--- src/rtl/core/rpg_pkg.sv ---
// ---------------------------------------------------------------------------
// Repeated pulse generator package
// Stage codes, register map and shared structs.
// ---------------------------------------------------------------------------
package rpg_pkg;

   localparam int TIME_W  = 16;
   localparam int COUNT_W = 18;
   localparam int ADDR_W  = 4;
   localparam int DATA_W  = 32;

   localparam logic [1:0] STAGE_START = 2'd0;
   localparam logic [1:0] STAGE_HIGH  = 2'd1;
   localparam logic [1:0] STAGE_LOW   = 2'd2;
   localparam logic [1:0] STAGE_IDLE  = 2'd3;

   localparam logic [1:0] REG_HIGH_TIME    = 2'd0;
   localparam logic [1:0] REG_LOW_TIME     = 2'd1;
   localparam logic [1:0] REG_REPEAT_COUNT = 2'd2;

   localparam logic [COUNT_W-1:0] COUNT_MAX = '1;

   typedef struct packed {
      logic [TIME_W-1:0] high_time;
      logic [TIME_W-1:0] low_time;
      logic [TIME_W-1:0] repeat_count;
   } cfg_type;

   typedef struct packed {
      logic              is_load;
      logic [TIME_W-1:0] elapsed;
   } step_type;

   typedef struct packed {
      logic pin_write;
      logic pin_level;
   } result_type;

endpackage

--- src/rtl/core/rpg_engine.sv ---
// ---------------------------------------------------------------------------
// Repeated pulse generator engine
// Holds the pulse train state and works out one request per cycle while step_valid is high.
// ---------------------------------------------------------------------------
module rpg_engine (
   input  logic               clock,
   input  logic               reset,
   input  logic               step_valid,
   input  rpg_pkg::step_type   step,
   input  rpg_pkg::cfg_type    cfg,
   output rpg_pkg::result_type result
);

   logic [1:0]                   phase_ff, phase_in;
   logic [rpg_pkg::COUNT_W-1:0]  count_ff, count_in;
   logic [rpg_pkg::TIME_W-1:0]   pulses_ff, pulses_in;
   logic                         restart_ff, restart_in;

   logic [1:0]                   phase_cur;
   logic [rpg_pkg::COUNT_W:0]    sum;
   logic [rpg_pkg::COUNT_W-1:0]  sum_sat;
   logic [rpg_pkg::TIME_W:0]     period;

   assign phase_cur = restart_ff ? rpg_pkg::STAGE_START : phase_ff;
   assign sum       = {1'b0, count_ff} + {3'b000, step.elapsed};
   assign sum_sat   = sum[rpg_pkg::COUNT_W] ? rpg_pkg::COUNT_MAX
                                            : sum[rpg_pkg::COUNT_W-1:0];
   assign period    = {1'b0, cfg.high_time} + {1'b0, cfg.low_time};

   always_comb begin
      phase_in         = phase_ff;
      count_in         = count_ff;
      pulses_in        = pulses_ff;
      restart_in       = restart_ff;
      result.pin_write = 1'b0;
      result.pin_level = 1'b0;
      if (step.is_load) begin
         pulses_in  = cfg.repeat_count;
         restart_in = 1'b1;
      end else begin
         restart_in = 1'b0;
         phase_in   = phase_cur;
         case (phase_cur)
            rpg_pkg::STAGE_START: begin
               result.pin_write = 1'b1;
               phase_in         = rpg_pkg::STAGE_IDLE;
               if (cfg.high_time != '0) begin
                  result.pin_level = 1'b1;
                  if (cfg.low_time != '0) begin
                     count_in = '0;
                     phase_in = rpg_pkg::STAGE_HIGH;
                  end
               end
            end
            rpg_pkg::STAGE_HIGH: begin
               count_in = sum_sat;
               if (sum_sat >= {2'b00, cfg.high_time}) begin
                  result.pin_write = 1'b1;
                  phase_in         = rpg_pkg::STAGE_LOW;
               end
            end
            rpg_pkg::STAGE_LOW: begin
               count_in = sum_sat;
               if (sum_sat >= {1'b0, period}) begin
                  count_in         = sum_sat - {1'b0, period};
                  result.pin_write = 1'b1;
                  if (pulses_ff == rpg_pkg::TIME_W'(1)) begin
                     phase_in = rpg_pkg::STAGE_IDLE;
                  end else begin
                     result.pin_level = 1'b1;
                     if (pulses_ff != '0) begin
                        pulses_in = pulses_ff - rpg_pkg::TIME_W'(1);
                     end
                     phase_in = rpg_pkg::STAGE_HIGH;
                  end
               end
            end
            default: begin
               phase_in = phase_cur;
            end
         endcase
      end
   end

   always_ff @(posedge clock) begin
      if (reset) begin
         phase_ff   <= rpg_pkg::STAGE_IDLE;
         count_ff   <= '0;
         pulses_ff  <= '0;
         restart_ff <= 1'b0;
      end else if (step_valid) begin
         phase_ff   <= phase_in;
         count_ff   <= count_in;
         pulses_ff  <= pulses_in;
         restart_ff <= restart_in;
      end
   end

endmodule

--- src/rtl/core/repeated_pulse_generator.sv ---
// A tick request is held in the input register, then its response in the output register.
// One request per cycle unless a tick request waits on a stalled response; load requests give no response.
// The pulse state update adds the elapsed time with saturation, compares and subtracts per request.
// Reset clears the pipeline, the pulse state (stage idle) and the config registers.
// ---------------------------------------------------------------------------
// Repeated pulse generator
// Pulse train generator with repeat count, tick and load requests in,
// pin write responses out, APB-style register port.
// ---------------------------------------------------------------------------
module repeated_pulse_generator (
   input  logic                        clock,
   input  logic                        reset,
   input  logic                        req_tvalid,
   output logic                        req_tready,
   input  logic [15:0]                 req_tdata,   // elapsed[15:0]
   input  logic [0:0]                  req_tuser,   // req_type
   output logic                        rsp_tvalid,
   input  logic                        rsp_tready,
   output logic [7:0]                  rsp_tdata,   // pin_write, pin_level, zeros
   input  logic                        csr_psel,
   input  logic                        csr_penable,
   input  logic                        csr_pwrite,
   input  logic [rpg_pkg::ADDR_W-1:0]  csr_paddr,
   input  logic [rpg_pkg::DATA_W-1:0]  csr_pwdata,
   output logic [rpg_pkg::DATA_W-1:0]  csr_prdata,
   output logic                        csr_pready
);

   rpg_pkg::cfg_type    cfg_ff;
   logic                in_valid_ff;
   rpg_pkg::step_type   in_step_ff;
   logic                out_valid_ff;
   rpg_pkg::result_type out_result_ff;
   rpg_pkg::result_type result;
   logic                out_free;
   logic                process;
   logic                cfg_write;

   assign out_free   = !out_valid_ff || rsp_tready;
   assign process    = in_valid_ff && (in_step_ff.is_load || out_free);
   assign req_tready = !in_valid_ff || process;

   assign rsp_tvalid = out_valid_ff;
   assign rsp_tdata  = {6'b000000, out_result_ff.pin_level, out_result_ff.pin_write};

   assign csr_pready = 1'b1;
   assign cfg_write  = csr_psel && csr_penable && csr_pwrite && csr_pready;

   always_comb begin
      case (csr_paddr[3:2])
         rpg_pkg::REG_HIGH_TIME:    csr_prdata = {16'h0000, cfg_ff.high_time};
         rpg_pkg::REG_LOW_TIME:     csr_prdata = {16'h0000, cfg_ff.low_time};
         rpg_pkg::REG_REPEAT_COUNT: csr_prdata = {16'h0000, cfg_ff.repeat_count};
         default:                   csr_prdata = '0;
      endcase
   end

   always_ff @(posedge clock) begin
      if (reset) begin
         cfg_ff <= '0;
      end else if (cfg_write) begin
         case (csr_paddr[3:2])
            rpg_pkg::REG_HIGH_TIME:    cfg_ff.high_time    <= csr_pwdata[15:0];
            rpg_pkg::REG_LOW_TIME:     cfg_ff.low_time     <= csr_pwdata[15:0];
            rpg_pkg::REG_REPEAT_COUNT: cfg_ff.repeat_count <= csr_pwdata[15:0];
            default: begin
            end
         endcase
      end
   end

   always_ff @(posedge clock) begin
      if (reset) begin
         in_valid_ff <= 1'b0;
      end else if (req_tready) begin
         in_valid_ff <= req_tvalid;
      end
   end

   always_ff @(posedge clock) begin
      if (req_tvalid && req_tready) begin
         in_step_ff.is_load <= req_tuser[0];
         in_step_ff.elapsed <= req_tdata;
      end
   end

   always_ff @(posedge clock) begin
      if (reset) begin
         out_valid_ff <= 1'b0;
      end else if (out_free) begin
         out_valid_ff <= process && !in_step_ff.is_load;
      end
   end

   always_ff @(posedge clock) begin
      if (out_free && process && !in_step_ff.is_load) begin
         out_result_ff <= result;
      end
   end

   rpg_engine u_engine (
      .clock      (clock),
      .reset      (reset),
      .step_valid (process),
      .step       (in_step_ff),
      .cfg        (cfg_ff),
      .result     (result)
   );

endmodule

--- config.mk ---
export PLATFORM = sky130hd
export DESIGN_NAME = repeated_pulse_generator
export DESIGN_NICKNAME = d
export VERILOG_FILES = /design/src/rtl/core/rpg_pkg.sv /design/src/rtl/core/rpg_engine.sv /design/src/rtl/core/repeated_pulse_generator.sv
export SDC_FILE = /design/constraint.sdc
export NUM_CORES = 1
export LEC_CHECK = 0
export BUFFER_PORTS_ARGS = -buffer_cell sky130_fd_sc_hd__buf_4
export CAP_MARGIN = 20
export CORE_MARGIN = 5
export CORE_UTILIZATION = 39
export CTS_BUF_LIST = sky130_fd_sc_hd__clkbuf_8
export CTS_CLUSTER_SIZE = 25
export DETAILED_ROUTE_END_ITERATION = 8
export SLEW_MARGIN = 20
export SYNTH_ARGS = -nofsm -noshare
export SYNTH_HDL_FRONTEND = slang
export SYNTH_HIERARCHICAL = 1
export SYNTH_SLANG_ARGS = --single-unit
--- constraint.sdc ---
create_clock -name clock -period 5.7 [get_ports clock]
set_clock_uncertainty 0.1 [all_clocks]
set_input_delay 0.57 -clock clock [delete_from_list [all_inputs] [get_ports clock]]
set_output_delay 0.57 -clock clock [all_outputs]
set_load 0.05 [all_outputs]
# --- Word-level counts from Yosys, hierarchy flattened ---
# Cells that the tools add are included.
word_totals:
  romBits: 0
  n_memories: 0
  reg_bits: 106
  latchBits: 0
  ramBits: 0
classes:
  n_bitwise: 1
  muxes: 25
  n_div: 0
  add_sub_neg: 4
  n_lt_le_gt_ge: 2
  mul: 0
  n_eq_ne: 8
  shifts: 0
  reduce_logical: 28
ops:
  columns: ["operator", "n"]
  rows:
  - ["2-to-1 mux 16 bit", 5]
  - ["2-to-1 mux 18 bit", 4]
  - ["one-hot mux 18 bit (3 select lines)", 1]
  - ["one-hot mux 16 bit (3 select lines)", 1]
  - ["nonzero test 16 bit", 3]
  - ["adder 18 x 16 -> 19 bit", 1]
  - [">= comparator 18 x 16 -> 1 bit", 1]
  - [">= comparator 18 x 17 -> 1 bit", 1]
  - ["subtractor 18 x 17 -> 18 bit", 1]
  - ["adder 16 x 16 -> 17 bit", 1]
  - ["== test 16 x 1 -> 1 bit, second input constant", 1]
  - ["subtractor 16 x 1 -> 16 bit, second input constant", 1]
  - ["2-to-1 mux 2 bit", 7]
  - ["AND reduction 5 bit", 2]
  - ["AND reduction 2 bit", 4]
  - ["logical AND 1 bit", 7]
  - ["one-hot mux 2 bit (3 select lines)", 1]
  - ["nonzero test 2 bit", 3]
  - ["== test 2 x 1 -> 1 bit, second input constant", 2]
  - ["== test 2 bit, second input constant", 2]
  - ["zero test 2 bit", 2]
  - ["2-to-1 mux 1 bit", 4]
  - ["!= test 2 x 1 -> 1 bit, second input constant", 2]
  - ["zero test 1 bit", 3]
  - ["other kinds (6)", 8]

# --- Logic depth before layout (Yosys ltp) ---
depth:
  depth_word: 6
  depth_mapped: 26
  depth_no_buf: 22

# --- Modules after synthesis ---
# The synthesis kept the hierarchy.
by_module_without_submodules:
  columns: ["module", "cells_each", "instances", "area_each_um2", "seq_area_each_um2"]
  rows:
  - ["rpg_engine", 677, 1, 5076.1, 740.7]
  - ["repeated_pulse_generator", 289, 1, 3151.8, 1571.5]

# --- Least setup slack after synthesis ---
# Ideal clock, no wire load.
synth_path:
  path_type: "flip-flop to flip-flop"
  startpoint: "register in_step_ff[5] in the netlist's numbering"
  endpoint: "register out_result_ff, in the netlist rsp_tdata[1], data pin"
  synth_period_minus_slack_ns: 5.288
  arrival_ns: 4.921
  slack_ns: 0.412
  setup_time_ns: 0.268
  n_path_buf: 4
  stages_incl_launch_ff: 25
  cell_sequence: "edfxtp_1 -> ha_1 -> a21o_1 -> or3_1 -> o21ai_1 -> o21a_1 -> o21ai_1 -> and2_1 -> clkbuf_1 -> clkbuf_1 -> nor2_1 -> ha_1 -> inv_1 -> fa_1 -> a211oi_2 -> o21ai_2 -> a2111oi_4 -> nor4_1 -> or2_1 -> or3b_4 -> and3_4 -> buf_6 -> buf_6 -> a22oi_1 -> nor3_1"
synth_via:
  elab_chain_len: 5
synth_rtl:
  columns: ["element", "line_no", "rtl"]
  rows:
  - ["from (decl)", "repeated_pulse_generator.sv:31", "rpg_pkg::step_type in_step_ff;"]
  - ["adder 18 x 16 -> 19 bit", "rpg_engine.sv:25", "assign sum = {1'b0, count_ff} + {3'b000, step.elapsed};"]
  - ["2-to-1 mux 18 bit", "rpg_engine.sv:26", "assign sum_sat = sum[rpg_pkg::COUNT_W] ? rpg_pkg::COUNT_MAX"]
  - [">= comparator 18 x 17 -> 1 bit", "rpg_engine.sv:64", "if (sum_sat >= {1'b0, period}) begin"]
  - ["2-to-1 mux 2 bit", "rpg_engine.sv:64", null]
  - ["one-hot mux 1 bit (2 select lines)", "rpg_engine.sv:43", "case (phase_cur)"]
  - ["to (signal assigned)", "repeated_pulse_generator.sv:97", "out_result_ff <= result;"]
  - ["to (decl)", "repeated_pulse_generator.sv:33", "rpg_pkg::result_type out_result_ff;"]
# Every way passes these cells.
# A chain may end at the register's enable or synchronous reset.

# --- Worst setup path in the final report ---
layout_path:
  startpoint: "register cfg_ff[17] in the netlist's numbering"
  endpoint: "register u_engine/count_ff[8] in the netlist's numbering"
layout_via:
  elab_chain_len: 4
  word_cells_on_any_way: 8
layout_rtl:
  columns: ["element", "line_no", "rtl"]
  rows:
  - ["from (decl)", "repeated_pulse_generator.sv:29", "rpg_pkg::cfg_type cfg_ff;"]
  - ["adder 16 x 16 -> 17 bit", "rpg_engine.sv:28", "assign period = {1'b0, cfg.high_time} + {1'b0, cfg.low_time};"]
  - ["subtractor 18 x 17 -> 18 bit or >= comparator 18 x 17 -> 1 bit (tied branches)", "rpg_engine.sv:65, rpg_engine.sv:64", null]
  - ["2-to-1 mux 18 bit", "rpg_engine.sv:64", null]
  - ["one-hot mux 18 bit (3 select lines)", "rpg_engine.sv:43", null]
  - ["to (signal assigned)", "rpg_engine.sv:93", "count_ff <= count_in;"]
  - ["to (decl)", "rpg_engine.sv:15", "logic [rpg_pkg::COUNT_W-1:0] count_ff, count_in;"]
# Several ways; a longest one is shown, not always the timed one.

==> flow_metrics.env <==
export IMPL_hold_path_end="in_step_ff[16]"
export IMPL_synth_edff_count=19
export IMPL_dpl_hpwl_mm=16.5
export IMPL_r2r_slack_ps=370
export IMPL_nets=1145
export IMPL_vdd_drop_max_mv=0.105
export IMPL_clk_pin_slew_ps=120
export IMPL_min_delay_start="req_tuser"
export IMPL_syn_cell_area_um2=8230
export IMPL_p_leak_nw=3.82
export IMPL_most_common_layout_cells="dfxtp_1 (86), nand2b_1 (85), buf_4 (74)"
export IMPL_relSlewSlack_pct=31.6
export IMPL_cts_tree="built"
export IMPL_setup_viol=0
export IMPL_yosysWarnings=6
export IMPL_cts_max_level=3
export IMPL_start_util_pct=39.4
export IMPL_core_area_um2=20900
export IMPL_drtIter0Drc=475
export IMPL_ys_seq_area_share_pct=28.1
export IMPL_rsz0062_at_grt="false"
export IMPL_postSynthAreaPerCell_um2=8.52
export IMPL_r2r_start="cfg_ff[17]"
export IMPL_cts_buffers=9
export IMPL_fin_crit_sh_pct=93.5
export IMPL_slew_violations=0
export IMPL_grt_max_degree=88
export IMPL_synthCells=966
export IMPL_cp_end_kind="flop"
export IMPL_max_freq_ghz=0.188
export IMPL_worstSetupStartpointType="flop"
export IMPL_critPathKind="reg -> reg"
export IMPL_clock_path_buffers=2
export IMPL_async_flop_share_pct=0
export IMPL_p_int_w=0.00122
export IMPL_antennaDiodeCount=0
export IMPL_cts_hold_buf=0
export IMPL_hold_class="in -> reg"
export IMPL_synth_distinct_cells=79
export IMPL_cp_required_ps=5890
export IMPL_cp_arrival_ps=5520
export IMPL_drive_gt1_share_pct=11.5
export IMPL_gr_usage_all_layers_pct=18.2
export IMPL_status="finished, final reports clean"
export IMPL_area_delta_synth_final_pct=10.6
export IMPL_whs_path_depth=1
export IMPL_clock_sinks=106
export IMPL_die_x_um=155
export IMPL_avgViaCountPerCell=5.42
export IMPL_numPortBuffers=61
export IMPL_gp_congestion=0.877
export IMPL_yosys_register_bits=106
export IMPL_r2r_end="u_engine/count_ff[8]"
export IMPL_post_place_ws_ps=146
export IMPL_worst_path_max_fanout=15
export IMPL_ios=103
export IMPL_power_density_nw_per_um2=201
export IMPL_comb_power_share_pct=26.2
export IMPL_tightest_slew_ps=1030
export IMPL_ctsRootBufferMaster="clkbuf_8"
export IMPL_num_rows=53
export IMPL_drtAntennaViolNets=0
export IMPL_finalHoldViolCount=0
export IMPL_min_period_ps=5330
export IMPL_die_y_um=155
export IMPL_wl_per_cell_um=16.8
export IMPL_cts_setup_buffers=0
export IMPL_power_frac_seq_pct=43.7
export IMPL_final_common_cell="dfxtp_1"
export IMPL_dieArea_um2=24100
export IMPL_drt_wl_total_mm=21.7
export IMPL_crit_start="cfg_ff[17]"
export IMPL_maxCapViolCount=0
export IMPL_antenna_found_initial=0
export IMPL_num_vias=7000
export IMPL_fin_tns_setup_ps=0
export IMPL_grt_overflow=0
export IMPL_dr_pass1_iters=5
export IMPL_fin_ws_ps=370
export IMPL_n_fill_cell=2118
export IMPL_swShare_pct=33.2
export IMPL_grt_pass1_vias=6810
export IMPL_grt_first_pass_wirelength_mm=35.7
export IMPL_worstSkewPairLatency_ps=400
export IMPL_rr_worst_depth=20
export IMPL_clkPwrFrac_pct=30.1
export IMPL_ys_flop_type="dfxtp_1"
export IMPL_drc_errors=0
export IMPL_p_sw_w=0.000609
## synthesized netlist by cell type, drive strengths merged (7+ instances only)
master,number,area [um2]
xnor2,20,175
buf,38,285
o21ai,71,359
dfxtp,87,1740
a21o,25,188
a31oi,9,62.6
or2,8,50.1
nor3,14,70.1
mux2i,69,691
edfxtp,19,571
or3,9,56.3
o211ai,11,82.6
nand2,67,251
o21bai,7,52.6
inv,41,154
ha,71,888
nand4,10,62.6
a22oi,12,90.1
nor4,14,87.6
a211oi,15,118
clkbuf,23,87.6
nor2,52,195
o31ai,8,65.1
a21oi,48,244
nand2b,85,532
a22o,11,96.3
nand3,22,115
xor2,12,105
o21a,8,60.1
nor2b,10,62.6
## layout make-up
cell class	instances	area (um2)	area share (%)
flip-flops and latches	106	2310	25.4
well taps	275	344	3.78
clock inverters	7	105	1.15
repair buffers	74	556	6.10
clock buffers	9	124	1.36
inverters	41	154	1.69
multi-input cells	779	5510	60.5
## cell families (layout without fill, tap and decap cells)
| group | count (synthesis) | after routing | share of synthesized area (%) |
|---|---|---|---|
| adders and majority gates | 74 | 74 | 11.5 |
| and+or+nand+nor | 317 | 317 | 20.5 |
| DFF | 106 | 106 | 28.1 |
| AOI/OAI and AO/OA | 263 | 263 | 21.4 |
| xor gates and xnor gates | 32 | 32 | 3.41 |
| muxes | 70 | 70 | 8.53 |
| buffers and inverters | 102 | 131 | 6.40 |
| other | 2 | 23 | 0.0913 |
## power by group through the flow
stage	Sequential [W]	Combinational, W	Clock, W
after floorplan	0.000812	0.000374	0
after global placement	0.000817	0.000469	0
after detailed placement	0.000817	0.000472	0
after CTS	0.000801	0.000475	0.000572
after global routing	0.000803	0.000530	0.000599
final	0.000800	0.000480	0.000552
## worst max-delay path, stage by stage (launching register included)
cell	delay [ps]
dfxtp_1	520
ha_1	290
a21o_1	150
a21o_1	190
a21oi_1	190
o21ai_0	160
a211oi_1	310
a21oi_1	190
a21o_1	210
a21oi_1	170
xor2_1	240
ha_1	350
and4_1	230
nand3_1	140
o221ai_1	180
a21o_1	230
or2_1	270
or3_1	400
and3_4	270
a22o_1	220
a22o_1	220
## per-layer routing
metal  vias to the layer above  global-route usage, %  wire (um)
li1                       3569                      -          -
met1                      3243                   26.0      10800
met2                       161                   28.4       9490
met3                        27                   2.98        954
met4                         0                   5.17        480
met5                         -                      0          0
## sequential cells by signal (all words and copies together) (netlist names)
name / flops
in_valid_ff: 1
u_engine/pulses_ff: 16
u_engine/phase_ff: 2
u_engine/count_ff: 18
cfg_ff: 48
in_step_ff: 17
rsp_tvalid: 1
rsp_tdata: 2
u_engine/restart_ff: 1
## worst max path at each step
stage | to | cells past startpoint
2_1_floorplan | rsp_tdata[1] | 24
6_report | u_engine/count_ff[8] | 20
4_1_cts | u_engine/count_ff[9] | 20
3_3_place_gp | u_engine/count_ff[9] | 20
5_1_grt | u_engine/count_ff[9] | 18
3_5_place_dp | u_engine/count_ff[9] | 20
## stage by stage
step	std cells	power [W]	hold slack [ps]	utilization (%)	area (um2)
after floorplan	987	0.00119	331	-	8310
after global placement	1275	0.00129	347	42.3	8840
after detailed placement	1275	0.00129	347	42.3	8840
after global routing	1291	0.00193	222	43.6	9100
final	1291	0.00183	236	43.6	9100
after CTS	1291	0.00185	208	43.4	9070
## what timing repair did
item,CTS,global route
endpoints found under the setup margin,0,22
hold endpoints to repair,0,0
resized for setup,0,8
Note: power is estimated with default switching activity, not from simulation.
